[config.mk]
export PLATFORM = sky130hd
export DESIGN_NAME = utf8_to_json_string_escaper_unit_flat
export DESIGN_NICKNAME = d
export VERILOG_FILES = /design/src/sv/u2j_pkg.sv /design/src/sv/u2j_in_if.sv /design/src/sv/u2j_out_if.sv /design/src/sv/u2j_front.sv /design/src/sv/u2j_queue.sv /design/src/sv/u2j_back.sv /design/src/sv/utf8_to_json_string_escaper_unit.sv /design/src/flat_wrapper.sv
export VERILOG_INCLUDE_DIRS = /design/src /design/src/sv
export SDC_FILE = /design/constraint.sdc
export NUM_CORES = 1
export LEC_CHECK = 0
export BUFFER_PORTS_ARGS = -buffer_cell sky130_fd_sc_hd__buf_2
export CELL_PAD_IN_SITES_DETAIL_PLACEMENT = 1
export CELL_PAD_IN_SITES_GLOBAL_PLACEMENT = 1
export CORE_MARGIN = 1.5
export CORE_UTILIZATION = 56
export DETAILED_ROUTE_END_ITERATION = 6
export GPL_TIMING_DRIVEN = 0
export HOLD_SLACK_MARGIN = 0.1
export PLACE_DENSITY_LB_ADDON = 0.1
export SETUP_SLACK_MARGIN = 0.2
export SYNTH_ARGS = -nofsm -noshare
export SYNTH_HDL_FRONTEND = slang
export SYNTH_HIERARCHICAL = 1
export SYNTH_SLANG_ARGS = --single-unit
[constraint.sdc]
create_clock -name clk -period 9 [get_ports clk]
set_input_delay 1.35 -clock clk [delete_from_list [all_inputs] [get_ports clk]]
set_output_delay 1.35 -clock clk [all_outputs]
set_load 0.02 [all_outputs]
[src/sv/assert_macros.svh]
// ----------------------------------------------------------------------------
// assert_macros.svh
// Assertion shorthands, all clocked on clk and disabled during arst_n.
// ----------------------------------------------------------------------------
`ifndef ASSERT_MACROS_SVH
`define ASSERT_MACROS_SVH

// property must hold at every clock edge out of reset
`define U2J_ASSERT(lbl, prop, msg) \
	lbl: assert property (@(posedge clk) disable iff (!arst_n) prop) else $error(msg);

// condition must never be seen at a clock edge out of reset
`define U2J_NEVER(lbl, cond, msg) \
	lbl: assert property (@(posedge clk) disable iff (!arst_n) !(cond)) else $error(msg);

`endif

[src/sv/u2j_pkg.sv]
// ----------------------------------------------------------------------------
// u2j_pkg
// Shared types, constants and character helpers for the UTF-8 to JSON
// string escaper.
// ----------------------------------------------------------------------------
`timescale 1ns / 1ps

package u2j_pkg;

	// command queue geometry
	localparam int Q_DEPTH = 4;
	localparam int Q_AW    = $clog2(Q_DEPTH);
	localparam int Q_CW    = $clog2(Q_DEPTH + 1);

	// ASCII codes used by the escaper
	localparam logic [6:0] CH_QUOTE = 7'h22;
	localparam logic [6:0] CH_BSL   = 7'h5C;
	localparam logic [6:0] CH_U     = 7'h75;

	// how the body of one word is written out
	typedef enum logic [2:0] {
		K_NONE,   // no code point
		K_PLAIN,  // printable ASCII as is
		K_BSL,    // backslash then the character
		K_ESC,    // one \uXXXX escape
		K_PAIR    // surrogate pair, two escapes
	} kind_t;

	// one queued command: everything the back end needs for one input byte
	typedef struct packed {
		logic        has_open;
		logic        has_close;
		kind_t       kind;
		logic [15:0] v1;   // char, escape value or high surrogate
		logic [9:0]  v2;   // low 10 bits of the low surrogate
	} cmd_t;

	// queue status seen by the front end
	typedef struct packed {
		logic full;
		logic nonempty;
	} q_stat_t;

	// number of body characters for a kind
	function automatic logic [3:0] body_len(kind_t k);
		case (k)
			K_PLAIN: body_len = 4'd1;
			K_BSL:   body_len = 4'd2;
			K_ESC:   body_len = 4'd6;
			K_PAIR:  body_len = 4'd12;
			default: body_len = 4'd0;
		endcase
	endfunction

	// lowercase hex digit
	function automatic logic [6:0] hex_char(logic [3:0] v);
		if (v < 4'd10)
			hex_char = 7'h30 + {3'b000, v};
		else
			hex_char = 7'h57 + {3'b000, v};
	endfunction

	// total characters for a command, 1 to 14
	function automatic logic [3:0] cmd_len(cmd_t c);
		cmd_len = body_len(c.kind) + {3'b000, c.has_open} + {3'b000, c.has_close};
	endfunction

	// character at position pos of a command
	function automatic logic [6:0] cmd_char(cmd_t c, logic [3:0] pos);
		logic [3:0]  b;
		logic [3:0]  d;
		logic [15:0] w;
		b = pos - {3'b000, c.has_open};
		d = (b >= 4'd6) ? (b - 4'd6) : b;
		w = (b >= 4'd6) ? {6'b110111, c.v2} : c.v1;
		if (c.has_open && pos == 4'd0)
			cmd_char = CH_QUOTE;
		else if (b >= body_len(c.kind))
			cmd_char = CH_QUOTE;
		else begin
			case (c.kind)
				K_PLAIN: cmd_char = c.v1[6:0];
				K_BSL:   cmd_char = (b == 4'd0) ? CH_BSL : c.v1[6:0];
				K_ESC, K_PAIR: begin
					case (d)
						4'd0:    cmd_char = CH_BSL;
						4'd1:    cmd_char = CH_U;
						4'd2:    cmd_char = hex_char(w[15:12]);
						4'd3:    cmd_char = hex_char(w[11:8]);
						4'd4:    cmd_char = hex_char(w[7:4]);
						default: cmd_char = hex_char(w[3:0]);
					endcase
				end
				default: cmd_char = CH_QUOTE;
			endcase
		end
	endfunction

endpackage

[src/sv/u2j_in_if.sv]
// ----------------------------------------------------------------------------
// u2j_in_if
// Byte input channel: valid/ready handshake with one UTF-8 byte and markers.
// ----------------------------------------------------------------------------
`timescale 1ns / 1ps

interface u2j_in_if;
	logic       valid;
	logic       ready;
	logic [7:0] in_byte;
	logic       string_start;
	logic       string_end;

	modport source (output valid, output in_byte, output string_start,
		output string_end, input ready);
	modport sink (input valid, input in_byte, input string_start,
		input string_end, output ready);
endinterface

[src/sv/u2j_out_if.sv]
// ----------------------------------------------------------------------------
// u2j_out_if
// Character output channel: valid/ready handshake with one ASCII character.
// ----------------------------------------------------------------------------
`timescale 1ns / 1ps

interface u2j_out_if;
	logic       valid;
	logic       ready;
	logic [6:0] out_char;
	logic       out_last;

	modport source (output valid, output out_char, output out_last, input ready);
	modport sink (input valid, input out_char, input out_last, output ready);
endinterface

[src/sv/u2j_front.sv]
// ----------------------------------------------------------------------------
// u2j_front
// UTF-8 decoder: takes one byte a cycle while the queue has room, tracks the
// pending sequence and pushes one command word per byte that causes output.
// ----------------------------------------------------------------------------
`timescale 1ns / 1ps

module u2j_front (
	input  logic             clk,
	input  logic             arst_n,
	u2j_in_if.sink           in_ch,
	input  u2j_pkg::q_stat_t qs,
	output logic             push,
	output u2j_pkg::cmd_t    cmd
);
	import u2j_pkg::*;

	logic [1:0]  pend_q;
	logic [20:0] acc_q;

	logic        acc_in;
	logic [1:0]  pend_eff;
	logic [20:0] acc_eff;
	logic [1:0]  pend_nx;
	logic [20:0] acc_nx;
	logic        has_code;
	logic [20:0] code;
	logic [20:0] sup;
	logic [15:0] hi;

	assign in_ch.ready = !qs.full;
	assign acc_in      = in_ch.valid && in_ch.ready;

	// decode step
	always_comb begin
		pend_eff = in_ch.string_start ? 2'd0 : pend_q;
		acc_eff  = in_ch.string_start ? 21'd0 : acc_q;
		pend_nx  = 2'd0;
		acc_nx   = 21'd0;
		has_code = 1'b0;
		code     = {13'd0, in_ch.in_byte};
		if (pend_eff != 2'd0 && in_ch.in_byte[7:6] == 2'b10) begin
			// continuation byte
			code    = {acc_eff[14:0], in_ch.in_byte[5:0]};
			pend_nx = pend_eff - 2'd1;
			if (pend_nx == 2'd0)
				has_code = 1'b1;
			else
				acc_nx = code;
		end else if (!in_ch.in_byte[7]) begin
			has_code = 1'b1;
		end else if (in_ch.in_byte[7:5] == 3'b110) begin
			pend_nx = 2'd1;
			acc_nx  = {16'd0, in_ch.in_byte[4:0]};
		end else if (in_ch.in_byte[7:4] == 4'b1110) begin
			pend_nx = 2'd2;
			acc_nx  = {17'd0, in_ch.in_byte[3:0]};
		end else if (in_ch.in_byte[7:3] == 5'b11110) begin
			pend_nx = 2'd3;
			acc_nx  = {18'd0, in_ch.in_byte[2:0]};
		end
		if (in_ch.string_end) begin
			pend_nx = 2'd0;
			acc_nx  = 21'd0;
		end
	end

	// classify the finished code point
	assign sup = code - 21'h010000;
	assign hi  = {5'd0, sup[20:10]} + 16'hD800;

	always_comb begin
		cmd.has_open  = in_ch.string_start;
		cmd.has_close = in_ch.string_end;
		cmd.v1        = code[15:0];
		cmd.v2        = code[9:0];
		if (!has_code)
			cmd.kind = K_NONE;
		else if (code == 21'h22 || code == 21'h5C)
			cmd.kind = K_BSL;
		else if (code >= 21'h20 && code <= 21'h7E)
			cmd.kind = K_PLAIN;
		else if (code > 21'h00FFFF) begin
			cmd.kind = K_PAIR;
			cmd.v1   = hi;
		end else
			cmd.kind = K_ESC;
	end

	assign push = acc_in && (has_code || in_ch.string_start || in_ch.string_end);

	// decoder state
	always_ff @(posedge clk or negedge arst_n) begin
		if (!arst_n) begin
			pend_q <= 2'd0;
			acc_q  <= 21'd0;
		end else if (acc_in) begin
			pend_q <= pend_nx;
			acc_q  <= acc_nx;
		end
	end

endmodule

[src/sv/u2j_queue.sv]
// ----------------------------------------------------------------------------
// u2j_queue
// Small command FIFO between decoder and expander.
// ----------------------------------------------------------------------------
`timescale 1ns / 1ps

module u2j_queue (
	input  logic             clk,
	input  logic             arst_n,
	input  logic             push,
	input  u2j_pkg::cmd_t    din,
	input  logic             pop,
	output u2j_pkg::cmd_t    dout,
	output u2j_pkg::q_stat_t qs
);
	import u2j_pkg::*;

	cmd_t            mem_q [Q_DEPTH];
	logic [Q_AW-1:0] wr_q;
	logic [Q_AW-1:0] rd_q;
	logic [Q_CW-1:0] cnt_q;

	assign dout        = mem_q[rd_q];
	assign qs.full     = (cnt_q == Q_CW'(Q_DEPTH));
	assign qs.nonempty = (cnt_q != '0);

	// entry storage
	always_ff @(posedge clk) begin
		if (push)
			mem_q[wr_q] <= din;
	end

	// pointers and fill count
	always_ff @(posedge clk or negedge arst_n) begin
		if (!arst_n) begin
			wr_q  <= '0;
			rd_q  <= '0;
			cnt_q <= '0;
		end else begin
			if (push)
				wr_q <= wr_q + Q_AW'(1);
			if (pop)
				rd_q <= rd_q + Q_AW'(1);
			if (push && !pop)
				cnt_q <= cnt_q + Q_CW'(1);
			else if (pop && !push)
				cnt_q <= cnt_q - Q_CW'(1);
		end
	end

endmodule

[src/sv/u2j_back.sv]
// ----------------------------------------------------------------------------
// u2j_back
// Expander: walks the head command one character a cycle into the output
// register, while that register is empty or being read.
// ----------------------------------------------------------------------------
`timescale 1ns / 1ps

module u2j_back (
	input  logic          clk,
	input  logic          arst_n,
	input  u2j_pkg::cmd_t cmd,
	input  logic          cmd_valid,
	output logic          pop,
	u2j_out_if.source     out_ch
);
	import u2j_pkg::*;

	logic [3:0] pos_q;
	logic       ov_q;
	logic [6:0] oc_q;
	logic       ol_q;

	logic       load;
	logic       last;

	assign load = cmd_valid && (!ov_q || out_ch.ready);
	assign last = (pos_q == cmd_len(cmd) - 4'd1);
	assign pop  = load && last;

	assign out_ch.valid    = ov_q;
	assign out_ch.out_char = oc_q;
	assign out_ch.out_last = ol_q;

	// position within the head command
	always_ff @(posedge clk or negedge arst_n) begin
		if (!arst_n)
			pos_q <= 4'd0;
		else if (load)
			pos_q <= last ? 4'd0 : pos_q + 4'd1;
	end

	// output register
	always_ff @(posedge clk or negedge arst_n) begin
		if (!arst_n)
			ov_q <= 1'b0;
		else if (load)
			ov_q <= 1'b1;
		else if (out_ch.ready)
			ov_q <= 1'b0;
	end

	always_ff @(posedge clk) begin
		if (load) begin
			oc_q <= cmd_char(cmd, pos_q);
			ol_q <= last;
		end
	end

endmodule

[src/sv/utf8_to_json_string_escaper_unit.sv]
// ----------------------------------------------------------------------------
// utf8_to_json_string_escaper_unit
// UTF-8 byte stream in, escaped and quoted JSON string literal out.
// ----------------------------------------------------------------------------
// channel  dir  payload                            word
// in_ch    in   in_byte[7:0] string_start string_end  one UTF-8 byte
// out_ch   out  out_char[6:0] out_last              one ASCII character
//
// The decoder takes one byte per cycle while the 4-entry command queue has room.
// The expander emits one character per cycle while out_ch.ready allows, 0 to 13
// per byte, so the output side sets the sustained rate: one byte a cycle for
// plain ASCII. With the queue empty, an accepted byte is written to the queue,
// then its first character is loaded into the output register.
// Reset clears the decoder, queue pointers and output valid; no clearing pass.
// Output stalls fill the queue, which then drops in_ch.ready.
// ----------------------------------------------------------------------------
`timescale 1ns / 1ps
`include "assert_macros.svh"

module utf8_to_json_string_escaper_unit (
	input  logic      clk,
	input  logic      arst_n,
	u2j_in_if.sink    in_ch,
	u2j_out_if.source out_ch
);
	import u2j_pkg::*;

	logic    q_push;
	cmd_t    q_din;
	logic    q_pop;
	cmd_t    q_dout;
	q_stat_t q_stat;

	// decoder
	u2j_front u_front (
		.clk    (clk),
		.arst_n (arst_n),
		.in_ch  (in_ch),
		.qs     (q_stat),
		.push   (q_push),
		.cmd    (q_din)
	);

	// command queue
	u2j_queue u_queue (
		.clk    (clk),
		.arst_n (arst_n),
		.push   (q_push),
		.din    (q_din),
		.pop    (q_pop),
		.dout   (q_dout),
		.qs     (q_stat)
	);

	// expander
	u2j_back u_back (
		.clk       (clk),
		.arst_n    (arst_n),
		.cmd       (q_dout),
		.cmd_valid (q_stat.nonempty),
		.pop       (q_pop),
		.out_ch    (out_ch)
	);

	// checks
	`U2J_NEVER(a_pop_empty, q_pop && !q_stat.nonempty, "pop from empty command queue")
	`U2J_NEVER(a_push_full, q_push && q_stat.full, "push into full command queue")
	`U2J_ASSERT(a_empty_cmd, q_push && q_din.kind == K_NONE |-> q_din.has_open || q_din.has_close, "command with no characters")
	`U2J_ASSERT(a_push_seen, q_push |=> q_stat.nonempty, "pushed command missing from queue")

endmodule

[src/flat_wrapper.sv]
// flat-port wrapper written by rule: the top's interface ports become plain ports
module utf8_to_json_string_escaper_unit_flat import u2j_pkg::*;
  (clk, arst_n, in_ch_valid, in_ch_in_byte, in_ch_string_start, in_ch_string_end, in_ch_ready, out_ch_valid, out_ch_out_char, out_ch_out_last, out_ch_ready);
  u2j_in_if in_ch_i ();
  u2j_out_if out_ch_i ();
  input  logic clk;
  input  logic arst_n;
  input wire logic [$bits(in_ch_i.valid)-1:0] in_ch_valid;
  input wire logic [$bits(in_ch_i.in_byte)-1:0] in_ch_in_byte;
  input wire logic [$bits(in_ch_i.string_start)-1:0] in_ch_string_start;
  input wire logic [$bits(in_ch_i.string_end)-1:0] in_ch_string_end;
  output wire logic [$bits(in_ch_i.ready)-1:0] in_ch_ready;
  output wire logic [$bits(out_ch_i.valid)-1:0] out_ch_valid;
  output wire logic [$bits(out_ch_i.out_char)-1:0] out_ch_out_char;
  output wire logic [$bits(out_ch_i.out_last)-1:0] out_ch_out_last;
  input wire logic [$bits(out_ch_i.ready)-1:0] out_ch_ready;
  assign in_ch_i.valid = in_ch_valid;
  assign in_ch_i.in_byte = in_ch_in_byte;
  assign in_ch_i.string_start = in_ch_string_start;
  assign in_ch_i.string_end = in_ch_string_end;
  assign in_ch_ready = in_ch_i.ready;
  assign out_ch_valid = out_ch_i.valid;
  assign out_ch_out_char = out_ch_i.out_char;
  assign out_ch_out_last = out_ch_i.out_last;
  assign out_ch_i.ready = out_ch_ready;
  utf8_to_json_string_escaper_unit u_core (.clk(clk), .arst_n(arst_n), .in_ch(in_ch_i), .out_ch(out_ch_i));
endmodule
Word-level counts from Yosys, hierarchy flattened --
Memory sizes are Yosys's and may differ from the RTL's. Cells that the tools add are included.
Cells by class: add/subtract/negate cells 21, $mul 0, divide/modulo/power cells 0, $lt $le $gt $ge 9, eq/ne operators 16, shifts and indexed selects 0, multiplexer cells 46, bitwise operators 0, reduce and logical (&&, ||, !) cells 27
Operator list (count):
- 16-bit 2-to-1 mux | 5
- 15-bit 2-to-1 mux | 4
- 7-bit 2-to-1 mux | 5
- 7-bit one-hot mux with 5 select lines | 1
- 6-bit by 4-bit adder with 7-bit output, first input constant | 4
- 7-bit by 4-bit adder with 7-bit output, first input constant | 4
- 21-bit by 6-bit equality test with 1-bit output, second input constant | 1
- 21-bit by 7-bit equality test with 1-bit output, second input constant | 1
- 21-bit by 6-bit greater-or-equal comparator with 1-bit output, second input constant | 1
- 21-bit by 16-bit greater-than comparator with 1-bit output, second input constant | 1
- 21-bit by 7-bit <= comparator with 1-bit output, second input constant | 1
- 21-bit 2-to-1 mux | 1
- 3-bit 2-to-1 mux | 7
- 7-bit one-hot mux with 3 select lines | 1
- 21-bit by 17-bit subtractor with 21-bit output, second input constant | 1
- 4-bit 2-to-1 mux | 5
- 12-bit by 15-bit adder with 16-bit output, second input constant | 1
- 4-bit < comparator, second input constant | 4
- 4-bit one-hot mux with 4 select lines | 1
- 2-bit 2-to-1 mux | 7
- 4-bit logical NOT | 3
- 5-bit 2-to-1 mux | 2
- 3-bit equality test, second input constant | 3
- 1-bit logical AND | 9
- 27 further kinds | 46
Word-level totals: flip-flop bits (word level) 37, bits in latches 0, bits in writable memories 124, bits in read-only memories 0, input port bits 14, output and inout bits 10, memories kept 1
Memories:
- u_core.u_queue.mem_q | words 4, width 31, read ports 1, clocked after memory_dff 0, write ports 1, line u2j_queue.sv:18 | cmd_t mem_q [Q_DEPTH];

Longest topological paths before layout --
Gate-level depths: netlist (run 1).
depth after elaboration 12, depth in mapped cells 21

Modules after synthesis --
Netlist (run 1), hierarchy kept.
By module, submodules not included:
- u2j_queue | times used 1, cells an instance 196, area each 4911.0 µm²
- u2j_back | times used 1, cells an instance 234, area each 1841.8 µm²
- u2j_front | times used 1, cells an instance 179, area each 1430.1 µm²

Worst setup path after synthesis (run 1) --
OpenSTA, ideal clock, no wires.
path type reg-to-reg, start register u_core.u_queue.rd_q[0], end register u_core.u_queue.cnt_q[1], setup time 0.125 ns, arrival 4.238 ns, required time 8.875 ns, slack 4.637 ns, cell stages (with the launch flop) 19, path buffers 2, period minus slack after synthesis 4.363 ns, cell sequence dfrtp_1 > buf_6 > buf_12 > mux4_2 > nor2b_1 > nand2b_1 > ha_1 > inv_1 > ha_1 > fa_1 > xor2_1 > nor4_1 > inv_1 > nor2_1 > inv_1 > ha_1 > inv_1 > fa_1 > mux2_2
RTL lines:
- from (decl) | line u2j_queue.sv:20 | logic [Q_AW-1:0] rd_q;
- from (signal assigned) | line u2j_queue.sv:43 | rd_q <= rd_q + Q_AW'(1);
- to (signal assigned) | line u2j_queue.sv:45 | cnt_q <= cnt_q + Q_CW'(1);
- to (signal assigned) | line u2j_queue.sv:47 | cnt_q <= cnt_q - Q_CW'(1);
- to (decl) | line u2j_queue.sv:21 | logic [Q_CW-1:0] cnt_q;

==> impl_metrics.toml, run 1 <==
[status]
status = "complete, no violations"

[synth]
synth_edf_count = 132
yosysSeqAreaShare = 0.573
synth_top_family_by_area = "multiplexers"
synth_compound_area_frac = 0.0888
synth-xor-area-share = 0.0292
synth_nets = 647
yosys_warnings = 6
synthFlopType = "edfxtp_1"
synth-simple-area-share = 0.111
syn_avg_cell_area_um2 = 13.4
netlist_area_um2 = 8180
synthCells = 609
synth_fa_ha_area_frac = 0.0385
synth_cell_types = 74
synth_seq_cells = 161
synth_mux_area_frac = 0.115
ys_async_sr_fraction = 0.180

[timing]
fin_setup_tns_ns = 0
rsz0062_at_grt = "no"
slew_headroom = 0.360
tightest_slew_ns = 0.960
final_max_slew_viol_count = 0
finalHoldViolCount = 0
fmaxAchievable_ghz = 0.182
hold_slack_ns = 0.521
finalCritPeriodShare = 0.611
finClkSkew_ns = 0.0118
finalSetupViolCount = 0
fin_crit_ns = 5.50

[drt]
drcViolationCount = 0
drt.antenna.violating_nets = 0
wl_met1_mm = 8.52
wl_met2_mm = 10.9
routed_via_density = 6.45
wl_per_cell_um = 25.2
num_vias = 5427
dr_wl_met3_mm = 1.07
first_pass_iters = 4
drt_iter0_drc = 424
routed_wl_mm = 21.2
route.top_layer_used = "met4"

[critical_path]
required_ns = 9.31
crit_top_cell = "inv_1"
cpMaxStageDelayCell = "nor4_1"
startpoint_type = "flip-flop"
end_kind = "flip-flop"
critPathKind = "flip-flop to flip-flop"
r2r_cells = 18
slowest_delay_ns = 0.78
crit_fanout = 10
path_cells = "buf_6 > buf_12 > mux4_2 > nor2b_1 > nand2b_1 > ha_1 > inv_1 > ha_1 > fa_1 > xor2_1 > nor4_1 > inv_1 > nor2_1 > inv_1 > ha_1 > inv_1 > fa_1 > mux2_2"
worstPathArrival_ns = 5.81

[clock_network]
cts_tree = "yes"
ctsResizeCount = 0
htreeDepth = 4
clockBufferDepth = 2
numCtsBuffers = 17
root_buffer = "clkbuf_16"
cts_setup_buffers = 0
clk_pin_slew_worst_paths_ns = 0.06
cts_hold_buf = 0
cts.sinks = 161
clk_latency_ns = 0.43

[worst_hold_path]
min_path_type = "flip-flop to flip-flop"
min_path_cells = 1

[layout]
synthToLayoutAreaGrowth_pct = 11.4
num-nets-final = 687
antenna_cells = 0
drive_above_1_share = 0.183
stdcell_area_um2 = 9110

[floorplanning]
chipWidth_um = 124
io_pins = 24
die_h_um = 124
die-area_um2 = 15300
start_util = 0.581
core_um2 = 14100
rows = 43

[place]
placed_area_um2 = 8520
gp_congestion = 0.877
dpl.hpwl_mm = 14.0
port_buffers = 21

[run]
cap_violations = 0

[global_routing]
track_usage = 0.300
grt_pass1_vias = 5832
grt_overflow = 0
grt_max_degree = 32
grt_pass1_wl_mm = 32.8
antenna_found_initial = 0

[power]
leakagePower_nw = 3.28
power_density_nw_per_um2 = 368
ir_worst_vdd_uv = 225
[critical path, delay by kind of cell (launching register included)]
family	cells	cell delay (ns)
fa+ha+maj	5	1.58
simple gates	4	1.52
mux	2	0.89
buf+inv	6	0.79
flops	1	0.39
xor+xnor	1	0.20
[flip-flops by register name, summed over array words and instances (netlist names)]
name,count
u_core/u_queue/rd_q,2
u_core/u_back/pos_q,4
u_core/u_queue/wr_q,2
u_core/u_front/pend_q,2
u_core/u_front/acc_q,15
u_core/u_back/out_ch.valid,1
u_core/u_back/out_ch.out_char,7
u_core/u_back/out_ch.out_last,1
u_core/u_queue/mem_q,124
u_core/u_queue/cnt_q,3
[report_power, final]
group	internal (mW)	total, mW	switching [mW]	leakage (nW)
Combinational	0.616	1.58	0.961	1.40
Clock	0.417	0.735	0.317	0.288
Sequential	0.973	1.04	0.0689	1.59
Total	2.01	3.35	1.35	3.28
[synthesized netlist by cell type, types with 2 or more instances]
cell type / instances / area (µm²)
clkbuf_1: 7 / 26.3
or3_1: 7 / 43.8
edfxtp_1: 132 / 3960
nor3b_1: 5 / 37.5
nor2b_1: 3 / 18.8
a221oi_1: 2 / 17.5
o22ai_1: 5 / 31.3
buf_12: 3 / 60.1
nand2_1: 54 / 203
a211oi_1: 6 / 45.0
fa_1: 2 / 40.0
and2_1: 10 / 62.6
inv_1: 32 / 120
o211ai_1: 4 / 30.0
xnor2_4: 2 / 55.1
mux4_1: 3 / 78.8
o21ai_0: 47 / 235
or4_1: 2 / 15.0
nor4_1: 4 / 25.0
nor2_1: 27 / 101
nor3_1: 8 / 40.0
buf_4: 8 / 60.1
and3_1: 2 / 12.5
nand3_1: 14 / 70.1
xor2_1: 10 / 87.6
a21o_1: 3 / 22.5
mux2i_1: 19 / 190
o2111ai_1: 2 / 17.5
mux4_2: 28 / 631
buf_6: 4 / 45.0
or2_2: 2 / 12.5
dfrtp_1: 29 / 726
o32ai_1: 2 / 17.5
buf_2: 6 / 30.0
o21bai_1: 2 / 15.0
a31oi_1: 2 / 12.5
mux2_1: 3 / 33.8
a22o_1: 4 / 35.0
ha_1: 22 / 275
xnor2_1: 11 / 96.3
nand2b_1: 19 / 119
a21oi_1: 20 / 100
[per-stage QoR]
| stage | util | cells | power (mW) | worst slack [ns] |
|---|---|---|---|---|
| 2_1_floorplan | - | 609 | 2.18 | 4.64 |
| 3_3_place_gp | 0.604 | 810 | 2.53 | 3.92 |
| 3_5_place_dp | 0.604 | 810 | 2.61 | 3.64 |
| 4_1_cts | 0.647 | 842 | 3.36 | 3.54 |
| 5_1_grt | 0.647 | 842 | 3.54 | 3.28 |
| 6_report | 0.647 | 842 | 3.35 | 3.50 |
[placed cells by master, fill, tap and decap left out, types with 20 or more instances in the layout]
| master | Yosys | final |
|---|---|---|
| edfxtp_1 | 132 | 132 |
| dfrtp_1 | 29 | 29 |
| ha_1 | 22 | 22 |
| nor2_1 | 27 | 27 |
| inv_1 | 32 | 32 |
| nand2_1 | 54 | 54 |
| a21oi_1 | 20 | 20 |
| mux4_2 | 28 | 28 |
| o21ai_0 | 47 | 47 |
| buf_2 | 6 | 27 |
[cells by family (layout without fill, tap and decap cells)]
logic type               after synthesis  after routing
AND/OR/NAND/NOR                      170            170
flip-flops                           161            161
AO/OA/AOI/OAI                        114            114
buffers and inverters                 63            116
multiplexers                          54             54
adder cells (fa/ha/maj)               24             24
XOR/XNOR                              23             23
[layout make-up]
class	instances	area (µm²)
well taps	180	225
clock inverters	15	170
repair buffers	21	105
plain buffers	29	225
flip-flops and latches	161	4690
multi-input cells	385	3140
inverters	34	130
clock buffers	17	425
fillers	1341	4980
[per-layer routing]
| metal | GRT usage | vias up |
|---|---|---|
| met4 | 0.131 | 0 |
| met5 | 0 | - |
| met1 | 0.372 | 2778 |
| li1 | - | 2392 |
| met2 | 0.509 | 207 |
| met3 | 0.0655 | 50 |
[path summary, 6_finish.rpt]
path,startpoint,end,slack [ns]
setup reg to reg,u_core/u_queue/rd_q[0]$_DFFE_PN0P_,u_core/u_queue/cnt_q[1]$_DFFE_PN0P_,3.50
hold / removal,u_core/u_queue/cnt_q[2]$_DFFE_PN0P_,u_core/u_queue/cnt_q[2]$_DFFE_PN0P_,0.52
min in group asynchronous,arst_n,u_core/u_back/pos_q[0]$_DFFE_PN0P_,0.97
max in group asynchronous,arst_n,u_core/u_front/acc_q[9]$_DFFE_PN0P_,7.57
hold reg to reg,u_core/u_queue/cnt_q[2]$_DFFE_PN0P_,u_core/u_queue/cnt_q[2]$_DFFE_PN0P_,0.52
setup / recovery,u_core/u_queue/rd_q[0]$_DFFE_PN0P_,u_core/u_queue/cnt_q[1]$_DFFE_PN0P_,3.50
(Power assumes the default switching activity.)
==> run 2, diff against run 1 <==
- CORE_UTILIZATION: 56 -> 52
- clock period: 9 -> 5.1 ns (I/O delays scaled with it)
==> impl_metrics.toml, run 2 (same netlist as run 1, synthesis figures left out) <==
[floorplanning]
chipWidth_um = 128
io_pins = 24
rows = 45
die_h_um = 128
core_um2 = 15300
start_util = 0.536
die-area_um2 = 16500

[layout]
antenna_cells = 0
register_area_um2 = 4690
fillCellCount = 1482
final_common_cell = "edfxtp_1"
drive_above_1_share = 0.181
multi_input_area_um2 = 3160
fin_cells = 874
final_cell_mix = "132 x edfxtp_1, 54 x nand2_1, 47 x o21ai_0, 32 x inv_1, 29 x dfrtp_1"
synthToLayoutAreaGrowth_pct = 11.9
stdcell_area_um2 = 9150
largest_reg_flops = 124
regMostFlops = "u_core/u_queue/mem_q"
num-nets-final = 688

[critical_path]
startpoint_type = "flip-flop"
worstPathArrival_ns = 4.96
reg2reg_from = "u_core/u_queue/rd_q[0]$_DFFE_PN0P_"
worstSetupStartpoint = "u_core/u_queue/rd_q[0]$_DFFE_PN0P_"
end_kind = "flip-flop"
crit_fanout = 10
critPathKind = "flip-flop to flip-flop"
required_ns = 5.41

[global_routing]
antenna_found_initial = 0
grt_pass1_wl_mm = 30.5
grt_overflow = 0
track_usage = 0.255
grt_pass1_vias = 5463
grt_max_degree = 32

[place]
placed_area_um2 = 8560
dpl.hpwl_mm = 13.7
gp_congestion = 0.898
dp.cells = 841
port_buffers = 21
pre_cts_ws_ns = -0.137

[timing]
fin_setup_tns_ns = 0
finClkSkew_ns = 0.00867
finalHoldViolCount = 0
finalSetupViolCount = 0
rsz0062_at_grt = "no"
fin_crit_ns = 4.64
finalCritPeriodShare = 0.910
tightest_slew_ns = 0.919
slew_headroom = 0.387
fin_ws_ns = 0.457
fmaxAchievable_ghz = 0.215
final_max_slew_viol_count = 0

[power]
ir_worst_vdd_uv = 350
p_total_mw = 5.86
leakagePower_nw = 3.28
power_density_nw_per_um2 = 640

[clock_network]
clk_pin_slew_worst_paths_ns = 0.06
cts.sinks = 161
clockBufferDepth = 2
root_buffer = "clkbuf_16"
cts_tree = "yes"
numCtsBuffers = 17
cts_hold_buf = 0
clk_latency_ns = 0.43
htreeDepth = 4

[run]
cap_violations = 0

[drt]
routed_wl_mm = 19.5
drcViolationCount = 0
routed_via_density = 5.90
first_pass_iters = 5
num_vias = 5155
drt_iter0_drc = 271
drt.antenna.violating_nets = 0
wl_per_cell_um = 22.3

[worst_hold_path]
min_path_type = "input pin to async pin"

[status]
status = "complete, no violations"
==> run 2: layout make-up <==
type                    count  area share
repair buffers             22      0.0123
well taps                 211      0.0288
flip-flops and latches    161       0.512
clock buffers              19      0.0473
plain buffers              29      0.0249
clock inverters            13      0.0149
inverters                  34      0.0142
multi-input cells         385       0.345
==> run 2: final timing paths <==
path                                                  endpoint  slack [ns]  depth (start not counted)
hold / removal              u_core/u_back/pos_q[3]$_DFFE_PN0P_        0.38                          1
setup reg to reg           u_core/u_queue/cnt_q[1]$_DFFE_PN0P_        0.46                         18
hold reg to reg            u_core/u_queue/cnt_q[2]$_DFFE_PN0P_        0.48                          1
min in group clk           u_core/u_queue/cnt_q[2]$_DFFE_PN0P_        0.48                          1
setup / recovery           u_core/u_queue/cnt_q[1]$_DFFE_PN0P_        0.46                         18
max in group asynchronous  u_core/u_front/acc_q[2]$_DFFE_PN0P_        4.25                          1
==> run 2: worst max-delay path, stage by stage (launching register included) <==
cell,delay [ns]
dfrtp_1,0.35
buf_6,0.17
buf_12,0.16
mux4_2,0.61
nor2b_1,0.21
nand2b_1,0.10
ha_1,0.29
inv_1,0.04
ha_1,0.20
fa_1,0.48
xor2_1,0.21
nor4_4,0.24
inv_1,0.14
nor2_2,0.25
inv_1,0.09
ha_1,0.22
inv_1,0.07
fa_1,0.41
mux2_2,0.27
==> run 2: per-layer routing <==
layer	track usage	wire, µm	up-vias
li1	-	-	2381
met1	0.325	8440	2642
met2	0.439	10000	102
met3	0.0453	614	30
met4	0.0972	456	0
met5	0	0	-
==> run 2: through the flow <==
step	hold slack, ns	util
global route	0.428	0.600
floorplan	0.449	-
detailed placement	0.475	0.561
finish	0.380	0.600
global placement	0.475	0.560
CTS	0.411	0.599
==> run 2: timing repair <==
item | 4_1_cts | 5_1_grt
buffers inserted | 0 | 1
hold endpoints to repair | 0 | 0
pin swaps | 0 | 1
resized for setup | 3 | 1
setup endpoints to repair | 2 | 2
==> run 2: power breakdown <==
part           switching [mW]  internal [mW]  total (mW)
clock network           0.508          0.720        1.23
registers               0.106           1.72        1.82
logic                    1.69           1.11        2.81
total                    2.31           3.55        5.86
==> run 3, diff against run 2 <==
- CORE_UTILIZATION: 52 -> 56
- clock period: 5.1 -> 5.5 ns (I/O delays scaled with it)
==> impl_metrics.toml, run 3 (same netlist as run 1, synthesis figures left out) <==
[global_routing]
grt_pass1_vias = 5829
grt_pass1_wl_mm = 32.8
track_usage = 0.301
grt_max_degree = 32
grt_overflow = 0
antenna_found_initial = 0

[critical_path]
crit_fanout = 10
worstPathArrival_ns = 5.33
end_kind = "flip-flop"
startpoint_type = "flip-flop"
required_ns = 5.81
critPathKind = "flip-flop to flip-flop"

[place]
dpl.hpwl_mm = 14.0
gp_congestion = 0.877
dp.cells = 810
placed_area_um2 = 8520
pre_cts_ws_ns = 0.143
port_buffers = 21

[drt]
drt_iter0_drc = 413
drcViolationCount = 0
num_vias = 5393
routed_wl_mm = 21.4
drt.antenna.violating_nets = 0
routed_via_density = 6.40
first_pass_iters = 5
wl_per_cell_um = 25.4

[layout]
regMostFlops = "u_core/u_queue/mem_q"
final_cell_mix = "132 x edfxtp_1, 54 x nand2_1, 47 x o21ai_0, 32 x inv_1, 29 x dfrtp_1"
stdcell_area_um2 = 9130
largest_reg_flops = 124
fillCellCount = 1338
fin_cells = 842
drive_above_1_share = 0.186
num-nets-final = 687
synthToLayoutAreaGrowth_pct = 11.6
final_common_cell = "edfxtp_1"
final_core_util = 0.648
antenna_cells = 0

[floorplanning]
start_util = 0.581
rows = 43
die-area_um2 = 15300
io_pins = 24
chipWidth_um = 124
core_um2 = 14100
die_h_um = 124

[clock_network]
cts.sinks = 161
clk_pin_slew_worst_paths_ns = 0.07
clk_latency_ns = 0.43
clockBufferDepth = 2
cts_tree = "yes"
numCtsBuffers = 17
cts_hold_buf = 0
root_buffer = "clkbuf_16"
htreeDepth = 4

[timing]
fin_setup_tns_ns = 0
finalSetupViolCount = 0
finClkSkew_ns = 0.0108
finalHoldViolCount = 0
final_max_slew_viol_count = 0
finalCritPeriodShare = 0.912
rsz0062_at_grt = "no"
slew_headroom = 0.348
fin_ws_ns = 0.482
fmaxAchievable_ghz = 0.199
hold_slack_ns = 0.444
tightest_slew_ns = 0.977
fin_crit_ns = 5.02

[power]
leakagePower_nw = 3.29
p_total_mw = 5.57
power_density_nw_per_um2 = 610
ir_worst_vdd_uv = 370

[worst_hold_path]
min_path_type = "input pin to async pin"

[status]
status = "complete, no violations"

[run]
cap_violations = 0
## run 3: changes by cell type in the layout (fill, tap and decap cells not counted)
cell,before,now
clkinv_2,2,1
buf_4,9,8
clkbuf_1,9,7
clkinv_4,2,1
buf_2,26,27
inv_8,0,1
inv_6,3,8
clkinv_1,3,1
clkbuf_4,1,0
## run 3: layout make-up
| cell class | count | area, µm² | area share |
|---|---|---|---|
| plain buffers | 29 | 225 | 0.0247 |
| clock buffers | 17 | 425 | 0.0466 |
| well taps | 180 | 225 | 0.0247 |
| flip-flops and latches | 161 | 4690 | 0.514 |
| multi-input cells | 385 | 3160 | 0.346 |
| inverters | 34 | 130 | 0.0143 |
| clock inverters | 15 | 170 | 0.0186 |
| repair buffers | 21 | 105 | 0.0115 |
## run 3: path summary, 6_finish.rpt
path / slack (ns) / endpoint / depth (start not counted) / start
max: 0.48 / u_core/u_queue/cnt_q[1]$_DFFE_PN0P_ / 18 / u_core/u_queue/rd_q[0]$_DFFE_PN0P_
min: 0.44 / u_core/u_back/pos_q[0]$_DFFE_PN0P_ / 1 / arst_n
max reg2reg: 0.48 / u_core/u_queue/cnt_q[1]$_DFFE_PN0P_ / 18 / u_core/u_queue/rd_q[0]$_DFFE_PN0P_
min reg2reg: 0.52 / u_core/u_front/pend_q[0]$_DFFE_PN0P_ / 1 / u_core/u_front/pend_q[0]$_DFFE_PN0P_
max in group asynchronous: 4.60 / u_core/u_front/acc_q[9]$_DFFE_PN0P_ / 1 / arst_n
min in group clk: 0.52 / u_core/u_front/pend_q[0]$_DFFE_PN0P_ / 1 / u_core/u_front/pend_q[0]$_DFFE_PN0P_
## run 3: repair_timing
item	in CTS	in global routing
endpoints found under the setup margin	2	2
resized for setup	1	2
pin swaps	0	0
setup buffers	0	0
## run 3: power by group
part | internal, mW | switching [mW] | leakage, nW
sequential | 1.59 | 0.113 | 1.59
clock | 0.683 | 0.521 | 0.288
combinational | 1.02 | 1.64 | 1.40
## run 3: routing by layer
| metal | share of wire | vias to the layer above | GRT usage |
|---|---|---|---|
| li1 | - | 2389 | - |
| met1 | 0.40 | 2763 | 0.373 |
| met2 | 0.52 | 196 | 0.511 |
| met3 | 0.048 | 45 | 0.0655 |
| met4 | 0.033 | 0 | 0.131 |
| met5 | 0 | - | 0 |
## run 3: critical path, stage by stage, from the launching register on
cell,delay [ns]
dfrtp_1,0.39
buf_6,0.20
buf_12,0.17
mux4_2,0.60
nor2b_1,0.21
nand2b_1,0.11
ha_1,0.29
inv_1,0.04
ha_1,0.20
fa_1,0.48
xor2_1,0.23
nor4_4,0.45
inv_1,0.19
nor2_2,0.29
inv_1,0.08
ha_1,0.21
inv_1,0.07
fa_1,0.40
mux2_2,0.29
